===== config.mk =====
export PLATFORM = sky130hd
export DESIGN_NAME = ascii_target_frame_filter
export DESIGN_NICKNAME = d
export VERILOG_FILES = /design/src/hw/rtl/atff_pkg.sv /design/src/hw/rtl/atff_parser.sv /design/src/hw/rtl/atff_filter.sv /design/src/hw/rtl/ascii_target_frame_filter.sv
export SDC_FILE = /design/constraint.sdc
export NUM_CORES = 1
export LEC_CHECK = 0
export ABC_AREA = 1
export BUFFER_PORTS_ARGS = -buffer_cell sky130_fd_sc_hd__buf_2
export CORE_ASPECT_RATIO = 1.1
export CORE_UTILIZATION = 25
export CTS_BUF_LIST = sky130_fd_sc_hd__clkbuf_8 sky130_fd_sc_hd__clkbuf_16
export DETAILED_ROUTE_END_ITERATION = 16
export MAX_ROUTING_LAYER = met4
export SLEW_MARGIN = 20
export SYNTH_ARGS = -nofsm -noshare
export SYNTH_HDL_FRONTEND = slang
export SYNTH_SLANG_ARGS = --single-unit

===== constraint.sdc =====
create_clock -name i_clk -period 16.55 [get_ports i_clk]
set_input_delay 4.1375 -clock i_clk [delete_from_list [all_inputs] [get_ports i_clk]]
set_output_delay 4.1375 -clock i_clk [all_outputs]
set_load 0.005 [all_outputs]

===== src/hw/rtl/atff_pkg.sv =====
`timescale 1ns / 1ps
// ----------------------------------------------------------------------------
// atff_pkg
// Shared constants and types for the ASCII target frame filter.
// ----------------------------------------------------------------------------
package atff_pkg;

    localparam int WINDOW_SIZE   = 10;
    localparam int FILL_BITS     = 4;
    localparam int REJ_BITS      = 4;
    localparam int MEAN_SHIFT    = 3;
    localparam int CFG_IDX_BITS  = 2;
    localparam int CFG_DATA_BITS = 32;

    localparam int OFF_LIMIT_RESET  = 50;
    localparam int DIST_LIMIT_RESET = 5000;
    localparam int MAX_REJ_RESET    = 1;

    localparam logic [7:0] CH_X     = 8'h58;
    localparam logic [7:0] CH_S     = 8'h53;
    localparam logic [7:0] CH_LF    = 8'h0A;
    localparam logic [7:0] CH_ZERO  = 8'h30;
    localparam logic [7:0] CH_NINE  = 8'h39;

    typedef enum logic [1:0] {
        PH_HUNT   = 2'd0,
        PH_OFFSET = 2'd1,
        PH_DIST   = 2'd2
    } t_phase;

    typedef enum logic [CFG_IDX_BITS-1:0] {
        CFG_OFF_LIMIT  = 2'd0,
        CFG_DIST_LIMIT = 2'd1,
        CFG_MAX_REJ    = 2'd2
    } t_cfg_idx;

endpackage


===== src/hw/rtl/atff_parser.sv =====
`timescale 1ns / 1ps
// ----------------------------------------------------------------------------
// atff_parser
// Frame parser: hunts for X, builds saturating decimal offset and distance.
// ----------------------------------------------------------------------------
module atff_parser #(
    parameter int OFFSET_BITS   = 16,
    parameter int DISTANCE_BITS = 24
) (
    input  logic                     i_clk,
    input  logic                     i_rst_n,
    input  logic                     i_fire,
    input  logic [7:0]               i_byte,
    output logic                     o_frame_end,
    output logic [OFFSET_BITS-1:0]   o_offset,
    output logic [DISTANCE_BITS-1:0] o_distance
);
    import atff_pkg::*;

    localparam int OW = OFFSET_BITS + 4;
    localparam int DW = DISTANCE_BITS + 4;

    t_phase r_phase, n_phase;
    logic [OFFSET_BITS-1:0]   r_off_acc;
    logic [DISTANCE_BITS-1:0] r_dist_acc;

    logic       is_digit;
    logic [3:0] digit;
    logic [OW-1:0] off_x10;
    logic [DW-1:0] dist_x10;
    logic [OFFSET_BITS-1:0]   off_next;
    logic [DISTANCE_BITS-1:0] dist_next;

    assign is_digit = (i_byte >= CH_ZERO) && (i_byte <= CH_NINE);
    assign digit    = 4'(i_byte - CH_ZERO);

    // acc * 10 + digit as two shifts and adds, then saturate
    assign off_x10  = (OW'(r_off_acc) << 3) + (OW'(r_off_acc) << 1) + OW'(digit);
    assign dist_x10 = (DW'(r_dist_acc) << 3) + (DW'(r_dist_acc) << 1) + DW'(digit);
    assign off_next = (off_x10[OW-1:OFFSET_BITS] != '0) ? '1 : off_x10[OFFSET_BITS-1:0];
    assign dist_next = (dist_x10[DW-1:DISTANCE_BITS] != '0) ? '1
                     : dist_x10[DISTANCE_BITS-1:0];

    always_comb begin
        n_phase = r_phase;
        case (r_phase)
            PH_OFFSET: begin
                if (i_byte == CH_S) n_phase = PH_DIST;
            end
            PH_DIST: begin
                if (i_byte == CH_LF) n_phase = PH_HUNT;
            end
            default: begin
                if (i_byte == CH_X) n_phase = PH_OFFSET;
            end
        endcase
    end

    always_comb begin
        o_frame_end = i_fire && (r_phase == PH_DIST) && (i_byte == CH_LF);
        o_offset    = r_off_acc;
        o_distance  = r_dist_acc;
    end

    always_ff @(posedge i_clk) begin
        if (!i_rst_n) begin
            r_phase    <= PH_HUNT;
            r_off_acc  <= '0;
            r_dist_acc <= '0;
        end else if (i_fire) begin
            r_phase <= n_phase;
            case (r_phase)
                PH_OFFSET: begin
                    if (i_byte != CH_S && is_digit) r_off_acc <= off_next;
                end
                PH_DIST: begin
                    if (i_byte != CH_LF && is_digit) r_dist_acc <= dist_next;
                end
                default: begin
                    if (i_byte == CH_X) begin
                        r_off_acc  <= '0;
                        r_dist_acc <= '0;
                    end
                end
            endcase
        end
    end

endmodule


===== src/hw/rtl/atff_filter.sv =====
`timescale 1ns / 1ps
// ----------------------------------------------------------------------------
// atff_filter
// Jump limiter and trimmed-mean window over accepted frames.
// ----------------------------------------------------------------------------
module atff_filter #(
    parameter int OFFSET_BITS   = 16,
    parameter int DISTANCE_BITS = 24
) (
    input  logic                           i_clk,
    input  logic                           i_rst_n,
    input  logic                           i_frame_end,
    input  logic [OFFSET_BITS-1:0]         i_offset,
    input  logic [DISTANCE_BITS-1:0]       i_distance,
    input  logic [OFFSET_BITS-1:0]         i_off_limit,
    input  logic [DISTANCE_BITS-1:0]       i_dist_limit,
    input  logic [atff_pkg::REJ_BITS-1:0]  i_max_rej,
    output logic                           o_res_valid,
    output logic [OFFSET_BITS-1:0]         o_position_x,
    output logic [DISTANCE_BITS-1:0]       o_frame_distance,
    output logic [DISTANCE_BITS-1:0]       o_mean_distance,
    output logic                           o_mean_updated
);
    import atff_pkg::*;

    localparam int SW = DISTANCE_BITS + 4;

    logic [OFFSET_BITS-1:0]   r_last_off;
    logic [DISTANCE_BITS-1:0] r_last_dist;
    logic [REJ_BITS-1:0]      r_off_rej, r_dist_rej;
    logic [FILL_BITS-1:0]     r_fill;
    logic [SW-1:0]            r_sum;
    logic [DISTANCE_BITS-1:0] r_min, r_max, r_mean;

    logic [OFFSET_BITS-1:0]   off_diff;
    logic [DISTANCE_BITS-1:0] dist_diff;
    logic off_drop, dist_drop, accept, close;
    logic [SW-1:0]            sum_new, trimmed;
    logic [DISTANCE_BITS-1:0] min_new, max_new, mean_new;
    logic [FILL_BITS-1:0]     fill_new;

    assign off_diff  = (i_offset > r_last_off) ? i_offset - r_last_off : r_last_off - i_offset;
    assign dist_diff = (i_distance > r_last_dist) ? i_distance - r_last_dist
                     : r_last_dist - i_distance;
    assign off_drop  = (off_diff > i_off_limit) && (r_off_rej < i_max_rej);
    assign dist_drop = (dist_diff > i_dist_limit) && (r_dist_rej < i_max_rej);
    assign accept    = i_frame_end && !off_drop && !dist_drop;

    assign sum_new  = r_sum + SW'(i_distance);
    assign min_new  = (i_distance < r_min) ? i_distance : r_min;
    assign max_new  = (i_distance > r_max) ? i_distance : r_max;
    assign fill_new = r_fill + 1'b1;
    assign close    = (fill_new >= FILL_BITS'(WINDOW_SIZE));
    // sum covers min and max, so this never underflows and fits the field
    assign trimmed  = (sum_new - SW'(min_new) - SW'(max_new)) >> MEAN_SHIFT;
    assign mean_new = trimmed[DISTANCE_BITS-1:0];

    always_ff @(posedge i_clk) begin
        if (!i_rst_n) begin
            r_last_off  <= '0;
            r_last_dist <= '0;
            r_off_rej   <= '0;
            r_dist_rej  <= '0;
            r_fill      <= '0;
            r_sum       <= '0;
            r_min       <= '1;
            r_max       <= '0;
            r_mean      <= '0;
        end else if (i_frame_end) begin
            if (off_drop) begin
                r_off_rej <= r_off_rej + 1'b1;
            end else begin
                r_off_rej <= '0;
                if (dist_drop) begin
                    r_dist_rej <= r_dist_rej + 1'b1;
                end else begin
                    r_dist_rej  <= '0;
                    r_last_off  <= i_offset;
                    r_last_dist <= i_distance;
                    if (close) begin
                        r_mean <= mean_new;
                        r_fill <= '0;
                        r_sum  <= '0;
                        r_min  <= '1;
                        r_max  <= '0;
                    end else begin
                        r_fill <= fill_new;
                        r_sum  <= sum_new;
                        r_min  <= min_new;
                        r_max  <= max_new;
                    end
                end
            end
        end
    end

    assign o_res_valid      = accept;
    assign o_position_x     = i_offset;
    assign o_frame_distance = i_distance;
    assign o_mean_distance  = close ? mean_new : r_mean;
    assign o_mean_updated   = close;

    a_fill_range: assert property (@(posedge i_clk) disable iff (!i_rst_n)
        r_fill < FILL_BITS'(WINDOW_SIZE))
        else $error("window fill out of range");

    a_min_max: assert property (@(posedge i_clk) disable iff (!i_rst_n)
        (r_fill != '0) |-> (r_min <= r_max))
        else $error("window min above max");

    a_close_clears: assert property (@(posedge i_clk) disable iff (!i_rst_n)
        (accept && close) |=> (r_fill == '0) && (r_sum == '0))
        else $error("window not cleared after close");

endmodule


===== src/hw/rtl/ascii_target_frame_filter.sv =====
`timescale 1ns / 1ps
// ----------------------------------------------------------------------------
// ascii_target_frame_filter
// Parses X<offset>S<distance>\n frames, rejects jumps, emits trimmed means.
// ----------------------------------------------------------------------------
//  channel | direction | handshake                 | payload
//  in      | in        | i_valid / o_stall         | i_rx_byte
//  out     | out       | o_valid / i_stall         | position_x, frame_distance,
//          |           |                           | mean_distance, mean_updated
//  cfg     | in        | i_cfg_valid / o_cfg_ready | i_cfg_index, i_cfg_data
//
// One byte per cycle sustained unless the output stalls; each byte is held in
// the input register, then parser and filter state update as it advances. A
// closing newline loads the result register, so a word passes the input and
// result registers in turn. Bytes that end no accepted frame give no word.
// Synchronous active-low reset restores the default limits and clears state.
// A stall on the output holds the result and backs up into o_stall.
// ----------------------------------------------------------------------------
module ascii_target_frame_filter #(
    parameter int OFFSET_BITS   = 16,
    parameter int DISTANCE_BITS = 24
) (
    input  logic                                i_clk,
    input  logic                                i_rst_n,
    input  logic                                i_valid,
    output logic                                o_stall,
    input  logic [7:0]                          i_rx_byte,
    output logic                                o_valid,
    input  logic                                i_stall,
    output logic [OFFSET_BITS-1:0]              o_position_x,
    output logic [DISTANCE_BITS-1:0]            o_frame_distance,
    output logic [DISTANCE_BITS-1:0]            o_mean_distance,
    output logic                                o_mean_updated,
    input  logic                                i_cfg_valid,
    output logic                                o_cfg_ready,
    input  logic [atff_pkg::CFG_IDX_BITS-1:0]   i_cfg_index,
    input  logic [atff_pkg::CFG_DATA_BITS-1:0]  i_cfg_data
);
    import atff_pkg::*;

    logic [OFFSET_BITS-1:0]   r_off_limit;
    logic [DISTANCE_BITS-1:0] r_dist_limit;
    logic [REJ_BITS-1:0]      r_max_rej;

    logic       r_in_valid;
    logic [7:0] r_in_byte;
    logic       r_out_valid;
    logic [OFFSET_BITS-1:0]   r_pos;
    logic [DISTANCE_BITS-1:0] r_fdist, r_mean;
    logic       r_upd;

    logic advance, in_take;
    logic frame_end;
    logic [OFFSET_BITS-1:0]   p_offset;
    logic [DISTANCE_BITS-1:0] p_distance;
    logic res_valid, res_upd;
    logic [OFFSET_BITS-1:0]   res_pos;
    logic [DISTANCE_BITS-1:0] res_fdist, res_mean;

    assign advance = r_in_valid && (!r_out_valid || !i_stall);
    assign o_stall = r_in_valid && !advance;
    assign in_take = i_valid && !o_stall;
    assign o_cfg_ready = 1'b1;

    always_ff @(posedge i_clk) begin
        if (!i_rst_n) begin
            r_off_limit  <= OFFSET_BITS'(OFF_LIMIT_RESET);
            r_dist_limit <= DISTANCE_BITS'(DIST_LIMIT_RESET);
            r_max_rej    <= REJ_BITS'(MAX_REJ_RESET);
        end else if (i_cfg_valid && o_cfg_ready) begin
            case (i_cfg_index)
                CFG_OFF_LIMIT:  r_off_limit  <= i_cfg_data[OFFSET_BITS-1:0];
                CFG_DIST_LIMIT: r_dist_limit <= i_cfg_data[DISTANCE_BITS-1:0];
                CFG_MAX_REJ:    r_max_rej    <= i_cfg_data[REJ_BITS-1:0];
                default: ;
            endcase
        end
    end

    always_ff @(posedge i_clk) begin
        if (!i_rst_n) begin
            r_in_valid <= 1'b0;
        end else if (in_take) begin
            r_in_valid <= 1'b1;
        end else if (advance) begin
            r_in_valid <= 1'b0;
        end
    end

    always_ff @(posedge i_clk) begin
        if (in_take) r_in_byte <= i_rx_byte;
    end

    atff_parser #(
        .OFFSET_BITS   (OFFSET_BITS),
        .DISTANCE_BITS (DISTANCE_BITS)
    ) u_parser (
        .i_clk       (i_clk),
        .i_rst_n     (i_rst_n),
        .i_fire      (advance),
        .i_byte      (r_in_byte),
        .o_frame_end (frame_end),
        .o_offset    (p_offset),
        .o_distance  (p_distance)
    );

    atff_filter #(
        .OFFSET_BITS   (OFFSET_BITS),
        .DISTANCE_BITS (DISTANCE_BITS)
    ) u_filter (
        .i_clk            (i_clk),
        .i_rst_n          (i_rst_n),
        .i_frame_end      (frame_end),
        .i_offset         (p_offset),
        .i_distance       (p_distance),
        .i_off_limit      (r_off_limit),
        .i_dist_limit     (r_dist_limit),
        .i_max_rej        (r_max_rej),
        .o_res_valid      (res_valid),
        .o_position_x     (res_pos),
        .o_frame_distance (res_fdist),
        .o_mean_distance  (res_mean),
        .o_mean_updated   (res_upd)
    );

    always_ff @(posedge i_clk) begin
        if (!i_rst_n) begin
            r_out_valid <= 1'b0;
        end else if (advance && res_valid) begin
            r_out_valid <= 1'b1;
        end else if (!i_stall) begin
            r_out_valid <= 1'b0;
        end
    end

    always_ff @(posedge i_clk) begin
        if (advance && res_valid) begin
            r_pos   <= res_pos;
            r_fdist <= res_fdist;
            r_mean  <= res_mean;
            r_upd   <= res_upd;
        end
    end

    assign o_valid          = r_out_valid;
    assign o_position_x     = r_pos;
    assign o_frame_distance = r_fdist;
    assign o_mean_distance  = r_mean;
    assign o_mean_updated   = r_upd;

    a_in_hold: assert property (@(posedge i_clk) disable iff (!i_rst_n)
        (r_in_valid && !advance) |=> r_in_valid && $stable(r_in_byte))
        else $error("held input word lost");

    a_result_loaded: assert property (@(posedge i_clk) disable iff (!i_rst_n)
        (advance && res_valid) |=> r_out_valid)
        else $error("result word not registered");

    a_res_only_on_frame: assert property (@(posedge i_clk) disable iff (!i_rst_n)
        res_valid |-> frame_end)
        else $error("result without frame end");

endmodule

== After elaboration in Yosys (flattened, before gate mapping) ==
Index checks and enable logic that the tools add are counted.

* Flip-flop bits (word level): 313
* Input bits: 47
* Output and inout bits: 68
* Word-level logic and storage cells: 128

* $add $sub $neg: 15
* Order comparisons: 11
* Eq/ne operators: 14
* Multiplexer cells: 27
* Bitwise logic cells: 4
* Reductions and logical operators: 35

{| class="wikitable"
|+ Operators by type and width
! kind !! number
|-
| $mux 24 || 9
|-
| $gt 24x24->1 || 3
|-
| $mux 16 || 4
|-
| $sub 27x24->27 || 2
|-
| $pmux 24 s2 || 1
|-
| $sub 24x24->24 || 2
|-
| $gt 16x16->1 || 2
|-
| $pmux 16 s2 || 1
|-
| $sub 16x16->16 || 2
|-
| $add 27x25->28 || 1
|-
| $add 28x24->28 || 1
|-
| $add 28x4->28 || 1
|-
| $mux 28 || 1
|-
| $lt 24x24->1 || 1
|-
| $add 19x17->20 || 1
|-
| $add 20x4->20 || 1
|-
| $eq 8x7->1 const B || 2
|-
| $logic_and 1x1->1 || 13
|-
| $add 4x1->4 const B || 3
|-
| $mux 4 || 3
|-
| $reduce_and 4->1 || 3
|-
| $eq 8x4->1 const B || 1
|-
| $ge 8x6->1 const B || 1
|-
| $le 8x6->1 const B || 1
|-
| 21 further kinds || 46
|}

== Longest topological paths before layout ==
Gate-level depths: netlist of run 1.

* Depth in word-level cells: 9
* Gate-level depth with buffers: 33
* Gate-level depth less buffers: 30

== By module ==
From an unflattened synthesis of run 1, not the netlist that was laid out.

* Cell total of the unflattened synthesis: 3993
* Area, all modules: 26668.1 um^2

{| class="wikitable"
|+ Modules (own cells, without submodules)
! module !! instances !! cells each !! area each (um^2) !! seq. area each (um^2)
|-
| atff_filter || 1 || 2808 || 17390.4 || 3022.9
|-
| atff_parser || 1 || 824 || 5170.0 || 840.8
|-
| ascii_target_frame_filter || 1 || 361 || 4107.7 || 3113.0
|}

== Least setup slack after synthesis of run 1 ==
OpenSTA, ideal clock, no wires.

* Path type: input to register
* From: in i_stall
* To: reg u_filter.r_fill[1]
* Arrival time: 8.511 ns
* Required time: 16.454 ns
* Setup slack: 7.943 ns
* Stages: 9
* Buffers on the path: 0
* Cell sequence: nand2_1 -> inv_2 -> nor2_4 -> inv_1 -> nor3_4 -> nand2_1 -> nor2_1 -> nand3_1 -> o21ai_0

* Longest elaborated chain between the ends: 6

{| class="wikitable"
|+ RTL lines
! what !! line !! RTL
|-
| from (decl) || ascii_target_frame_filter.sv:29 || <nowiki>input logic i_stall,</nowiki>
|-
| $logic_not 1->1 || -- ||
|-
| $logic_or 1x1->1 || ascii_target_frame_filter.sv:60 || <nowiki>assign advance = r_in_valid && (!r_out_valid || !i_stall);</nowiki>
|-
| $logic_and 1x1->1 || ascii_target_frame_filter.sv:60 ||
|-
| $logic_and 1x1->1 (2 in a row) || atff_parser.sv:60 || <nowiki>o_frame_end = i_fire && (r_phase == PH_DIST) && (i_byte == CH_LF);</nowiki>
|-
| $reduce_and 3->1 (no line) || -- ||
|-
| to (signal assigned) || atff_filter.sv:87 || <nowiki>r_fill <= fill_new;</nowiki>
|-
| to (decl) || atff_filter.sv:31 || <nowiki>logic [FILL_BITS-1:0] r_fill;</nowiki>
|}

No other way between the ends.
A chain may end at the register's enable or synchronous reset.

== Worst setup path after layout of run 1 ==
* From: in i_stall
* To: out o_stall

* Longest elaborated chain between the ends: 5

{| class="wikitable"
|+ RTL lines
! what !! line !! RTL
|-
| $logic_not 1->1 || -- ||
|-
| $logic_or 1x1->1 || ascii_target_frame_filter.sv:60 ||
|-
| $logic_and 1x1->1 || ascii_target_frame_filter.sv:60 ||
|-
| $logic_not 1->1 || ascii_target_frame_filter.sv:61 || <nowiki>assign o_stall = r_in_valid && !advance;</nowiki>
|-
| $logic_and 1x1->1 || ascii_target_frame_filter.sv:61 ||
|-
| to (decl) || ascii_target_frame_filter.sv:26 || <nowiki>output logic o_stall,</nowiki>
|}

No other way between the ends.

==> impl_metrics.ini, run 1 <==
[route]
drt-total-wl_mm = 77.5
viasPerCell = 4.56
vias = 24100
drc = 4
dr.pass1.iters = 11
drt_iter0_drc = 1530
drtAntennaViolNets = 0
routedWlPerCell_um = 14.7

[floorplanning]
io_pins = 115
fp.coreArea_um2 = 102000
start_util_pct = 25.2
die-area_um2 = 104000
die_w_um = 308
die_h_um = 338
std_cell_rows = 123

[clocking]
numCtsBuffers = 36
path_clk_slew_ns = 0.06
postCtsResizedCells = 0
holdBufCountCts = 0
clk_latency_ns = 0.58
cts.sinks = 312
clock_path_buffers = 3
cts_root_buf = clkbuf_16
cts_setup_buffers = 0
htreeDepth = 2
cts_tree = built

[global_route]
grt_antenna_before_repair = 1
grtUsageMet2_pct = 25.4
met1_usage_pct = 19.0
met3_usage_pct = 1.48
top_usage_layer = met2
grt_pass1_vias = 23000
grt_first_pass_wirelength_mm = 124
grt_max_degree = 80
grt_overflow_total = 0
grtUsageTotal_pct = 15.2

[setup_path]
critPathTopFamily = simple AND/OR/NAND/NOR gates
cp_slowest_stage_delay_ns = 0.15
cp_common_cell = buf_2
worstSetupEndpointType = output pin
critPathArrivalTime_ns = 4.58
crit_type = in2out
cp_cell_sequence = buf_2, nand2_1, nor2_1, buf_2
cp_slowest_cell = nor2_1
critPathMaxFanout = 3
startpoint_type = input pin
worst_ep_required_time_ns = 12.41
crit_buf_inv = 2

[sta]
setup_viol = 0
finalCritPeriodShare_pct = 52.7
hold_viol = 0
clock_skew_ns = 0.0429
finalSetupTns_ns = 0
tightest_slew_ns = 1.10
fin_crit_ns = 8.72
slew_headroom_pct = 26.4
rsz0062_at_grt = false
fmax_mhz = 115
maxSlewViolCount = 0

[finish]
fin_area_um2 = 29000
area_delta_synth_final_pct = 12.6
drive_above_1_share_pct = 6.24
final_nets = 4252
fillers = 11200

[placement]
gp_congestion = 0.938
hpwl_mm = 59.9
io_buffers = 105
postPlaceCellArea_um2 = 27700

[synth]
ys_warn_count = 0
ys_seq_area_share_pct = 27.1
ys_types = 52
syn_area_per_cell_um2 = 6.77
ys_seq_elements = 312
synth_edf_count = 73
synthCells = 3798
async_flop_share_pct = 0
synth_fp_nets = 4181
synthesis.area_um2 = 25700
synthFlopType = dfxtp_1

[power_and_ir_drop]
ir_drop_uv = 54.4
powerDensity_nw_per_um2 = 58.1
p_leak_nw = 14.9

[outcome]
status = finished, violations left
failed_checks = design-rule violations

[job]
drv_cap = 0

[hold_path]
hold_path.class = reg2reg
==> cells by family (layout without fill, tap and decap cells) <==
group,Yosys count,in the layout,synth area share (%)
other,1,2,0.0146
DFF,312,312,27.1
and+or+nand+nor,1771,1771,28.9
xor gates and xnor gates,113,113,3.85
adders and majority gates,336,336,17.3
buffers and inverters,636,734,9.75
AOI/OAI and AO/OA,629,629,13.1
==> flip-flops by register name, summed over array words and instances (netlist names), 4 cells and up <==
signal and cells:
u_filter.r_fill 4, u_filter.r_last_dist 24, u_filter.r_last_off 16, u_filter.r_min 24
o_mean_distance 24, r_max_rej 4, r_off_limit 16, u_filter.r_sum 27
o_frame_distance 24, u_filter.r_dist_rej 4, u_filter.r_off_rej 4, r_dist_limit 24
u_filter.r_mean 24, u_parser.o_distance 24, u_parser.o_offset 16, r_in_byte 8
u_filter.r_max 24, o_position_x 16
==> metal layers <==
metal	up-vias	wire length, µm
met5	-	0
met4	0	2570
met3	113	3000
met2	468	36600
met1	11000	35300
li1	12500	-
==> final timing paths <==
kind | start | endpoint | slack, ns | depth (start not counted)
max | i_stall | o_stall | 7.83 | 4
min | u_filter.r_mean[23]$_SDFFE_PN0P_ | u_filter.r_mean[23]$_SDFFE_PN0P_ | 0.45 | 2
max reg2reg | u_parser.o_distance[7]$_SDFFE_PN0P_ | u_filter.r_sum[3]$_SDFFE_PN0P_ | 10.16 | 29
min reg2reg | u_filter.r_mean[23]$_SDFFE_PN0P_ | u_filter.r_mean[23]$_SDFFE_PN0P_ | 0.45 | 2
==> per-stage QoR <==
stage / instances / setup WS (ns) / hold slack, ns / util, % / power, mW
5_1_grt: 5271 / 7.79 / 0.468 / 28.4 / 1.74
6_report: 5272 / 7.83 / 0.451 / 28.4 / 1.68
2_1_floorplan: 3798 / 7.94 / 0.419 / - / 0.836
4_1_cts: 5271 / 7.83 / 0.452 / 28.4 / 1.71
3_3_place_gp: 5205 / 7.86 / 0.432 / 27.1 / 0.854
3_5_place_dp: 5206 / 7.84 / 0.438 / 27.2 / 0.855
==> cells in the mapped netlist (all sizes together), types with 3 or more instances <==
master  count  area (µm²)
nand2    1071        4050
inv       532        2000
a21oi     314        1580
ha        305        3820
nor2      294        1150
nand3     286        1440
dfxtp     239        4780
o21ai     226        1130
xor2       80         701
edfxtp     73        2190
buf        60         342
clkbuf     43         165
nand4      43         275
o21bai     34         259
xnor2      33         289
fa         31         621
and2       25         156
nor3       23         141
nand3b     18         135
a21o       13        97.6
a31oi      13        81.3
o211ai     12        95.1
a21boi      6        45.0
o21a        5        37.5
or2         5        31.3
nor4        4        25.0
a211oi      3        22.5
==> report_power, final <==
| part | switching [mW] | internal, mW |
|---|---|---|
| clock | 0.360 | 0.487 |
| sequential | 0.00409 | 0.783 |
| combinational | 0.0352 | 0.0148 |
==> layout by cell type, fill, tap and decap left out, types with 19 or more instances in the layout <==
master        n
nor2_1      282
o21ai_0     187
edfxtp_1     73
and2_1       25
o21bai_1     33
buf_2       104
dfxtp_1     239
a21oi_1     313
buf_4        31
nand3_1     284
xor2_1       80
fa_1         31
nand2_1    1064
xnor2_1      33
inv_1       524
clkbuf_16    38
o21ai_1      38
nand4_1      42
nor3_1       19
ha_1        305
==> layout make-up <==
| cell class | count | area, µm² | area share, % |
|---|---|---|---|
| flip-flops and latches | 312 | 6980 | 24.1 |
| multi-input cells | 2850 | 16300 | 56.1 |
| repair buffers | 136 | 781 | 2.70 |
| well taps | 1375 | 1720 | 5.94 |
| diodes | 1 | 2.50 | 0.00864 |
| clock inverters | 23 | 220 | 0.760 |
| clock buffers | 42 | 1010 | 3.47 |
| inverters | 533 | 2000 | 6.91 |
==> worst reg2reg max path, delay by kind of cell, from the launching register on <==
family,cells,cell delay (ns)
adders and majority gates,2,0.72
and+or+nand+nor,19,2.87
buffers and inverters,6,1.52
AOI/OAI and AO/OA,2,0.32
DFF,1,0.83
Note: power is estimated with default switching activity, not from simulation.
==> run 2: changes to the inputs <==
==> constraint.sdc (replaced) <==
create_clock -name i_clk -period 8.9 [get_ports i_clk]
set_input_delay 2.225 -clock i_clk [delete_from_list [all_inputs] [get_ports i_clk]]
set_output_delay 2.225 -clock i_clk [all_outputs]
set_load 0.005 [all_outputs]
==> impl_metrics.ini, run 2 (synthesis results as in run 1) <==
[outcome]
status = finished, violations left
failed_checks = design-rule violations

[setup_path]
worst_ep_required_time_ns = 9.24
critPathMaxFanout = 25
startpoint_type = flop
cp_slowest_cell = dfxtp_1
crit_buf_inv = 3
cp_slowest_stage_delay_ns = 1.05
cp_common_cell = nand2_1
cp_cell_sequence = ha_1, nand2_1, nor2_1, nand4_1, or3_1, nand2_4, nand2_1, nand2_1, inv_1, fa_1, ha_1, nand2_1, inv_1, a21oi_1, nand3_1, nand2_1, inv_1, nor2_1, nand3_1, nand2_1, nand3_1, and2_1
critPathTopFamily = simple AND/OR/NAND/NOR gates
crit_type = reg2reg
worstSetupEndpointType = flop
critPathArrivalTime_ns = 6.57

[floorplanning]
fp.coreArea_um2 = 102000
die_w_um = 308
die-area_um2 = 104000
std_cell_rows = 123
die_h_um = 338
start_util_pct = 25.2
io_pins = 115

[clocking]
cts_root_buf = clkbuf_16
cts_setup_buffers = 0
numCtsBuffers = 37
postCtsResizedCells = 0
clock_path_buffers = 3
cts.sinks = 312
clk_latency_ns = 0.57
holdBufCountCts = 0
path_clk_slew_ns = 0.07
htreeDepth = 2
cts_tree = built

[route]
drc = 2
drtAntennaViolNets = 0
drt-total-wl_mm = 79.0
drt_iter0_drc = 1447
vias = 24100
dr.pass1.iters = 11
routedWlPerCell_um = 15.0
viasPerCell = 4.58

[finish]
largest_reg_flops = 27
multiInputGateArea_um2 = 16300
layout_common_cells = nand2_1, inv_1, a21oi_1
final_cells = 5273
top_register = u_filter.r_sum
final_nets = 4252
seq_area_um2 = 6980
final_common_cell = nand2_1
diodes = 0
area_delta_synth_final_pct = 12.5
drive_above_1_share_pct = 6.23
fin_area_um2 = 28900
fillers = 11200

[sta]
slew_headroom_pct = 26.1
rsz0062_at_grt = false
setup_viol = 0
finalSetupTns_ns = 0
clock_skew_ns = 0.0216
hold_slack_ns = 0.454
hold_viol = 0
fmax_mhz = 160
tightest_slew_ns = 1.11
maxSlewViolCount = 0
fin_crit_ns = 6.23
finalCritPeriodShare_pct = 70.0

[job]
drv_cap = 0

[hold_path]
hold_path.class = reg2reg

[global_route]
grt_pass1_vias = 22800
grt_overflow_total = 0
grt_first_pass_wirelength_mm = 124
grt_max_degree = 80
grt_antenna_before_repair = 0
grtUsageTotal_pct = 15.2

[placement]
hpwl_mm = 60.5
postPlaceCellArea_um2 = 27700
io_buffers = 105
placedCellCount = 5204
gp_congestion = 0.934

[power_and_ir_drop]
p_leak_nw = 14.9
ir_drop_uv = 105
power_mw = 3.10
powerDensity_nw_per_um2 = 107
run 2: worst paths after layout:
check	slack (ns)	cells after the start	endpoint	from
worst max-delay path	2.67	22	o_mean_distance[23]$_DFFE_PP_	u_parser.o_distance[20]$_SDFFE_PN0P_
worst min-delay path	0.45	2	u_filter.r_mean[20]$_SDFFE_PN0P_	u_filter.r_mean[20]$_SDFFE_PN0P_
worst max register to register	2.67	22	o_mean_distance[23]$_DFFE_PP_	u_parser.o_distance[20]$_SDFFE_PN0P_
worst min register to register	0.45	2	u_filter.r_mean[20]$_SDFFE_PN0P_	u_filter.r_mean[20]$_SDFFE_PN0P_
run 2: tightest hold or removal path, cell delays in order, from the launching register on:
cell,delay (ns)
dfxtp_1,0.31
nand2_1,0.06
nand2_1,0.04
run 2: routing by layer:
layer / track usage, % / wire (µm) / vias to the layer above
met5: - / 0 / -
met4: 5.52 / 2670 / 0
met3: 1.46 / 3520 / 119
met2: 25.4 / 37200 / 521
met1: 18.9 / 35700 / 11100
li1: - / - / 12400
run 2: power by group:
| part | switching (mW) | internal [mW] |
|---|---|---|
| Clock | 0.675 | 0.864 |
| Combinational | 0.0669 | 0.0277 |
| Sequential | 0.00794 | 1.46 |
| Total | 0.750 | 2.35 |
run 2: cell type report:
cell class | instances | share of cell area (%)
flip-flops and latches | 312 | 24.1
inverters | 533 | 6.92
repair buffers | 135 | 2.63
multi-input cells | 2850 | 56.2
clock inverters | 29 | 0.788
well taps | 1375 | 5.95
clock buffers | 39 | 3.38
run 2: through the flow:
step | utilization (%) | setup slack, ns
floorplan | - | 2.08
global placement | 27.1 | 2.57
detailed placement | 27.1 | 2.53
CTS | 28.3 | 2.54
global route | 28.3 | 2.15
finish | 28.3 | 2.67
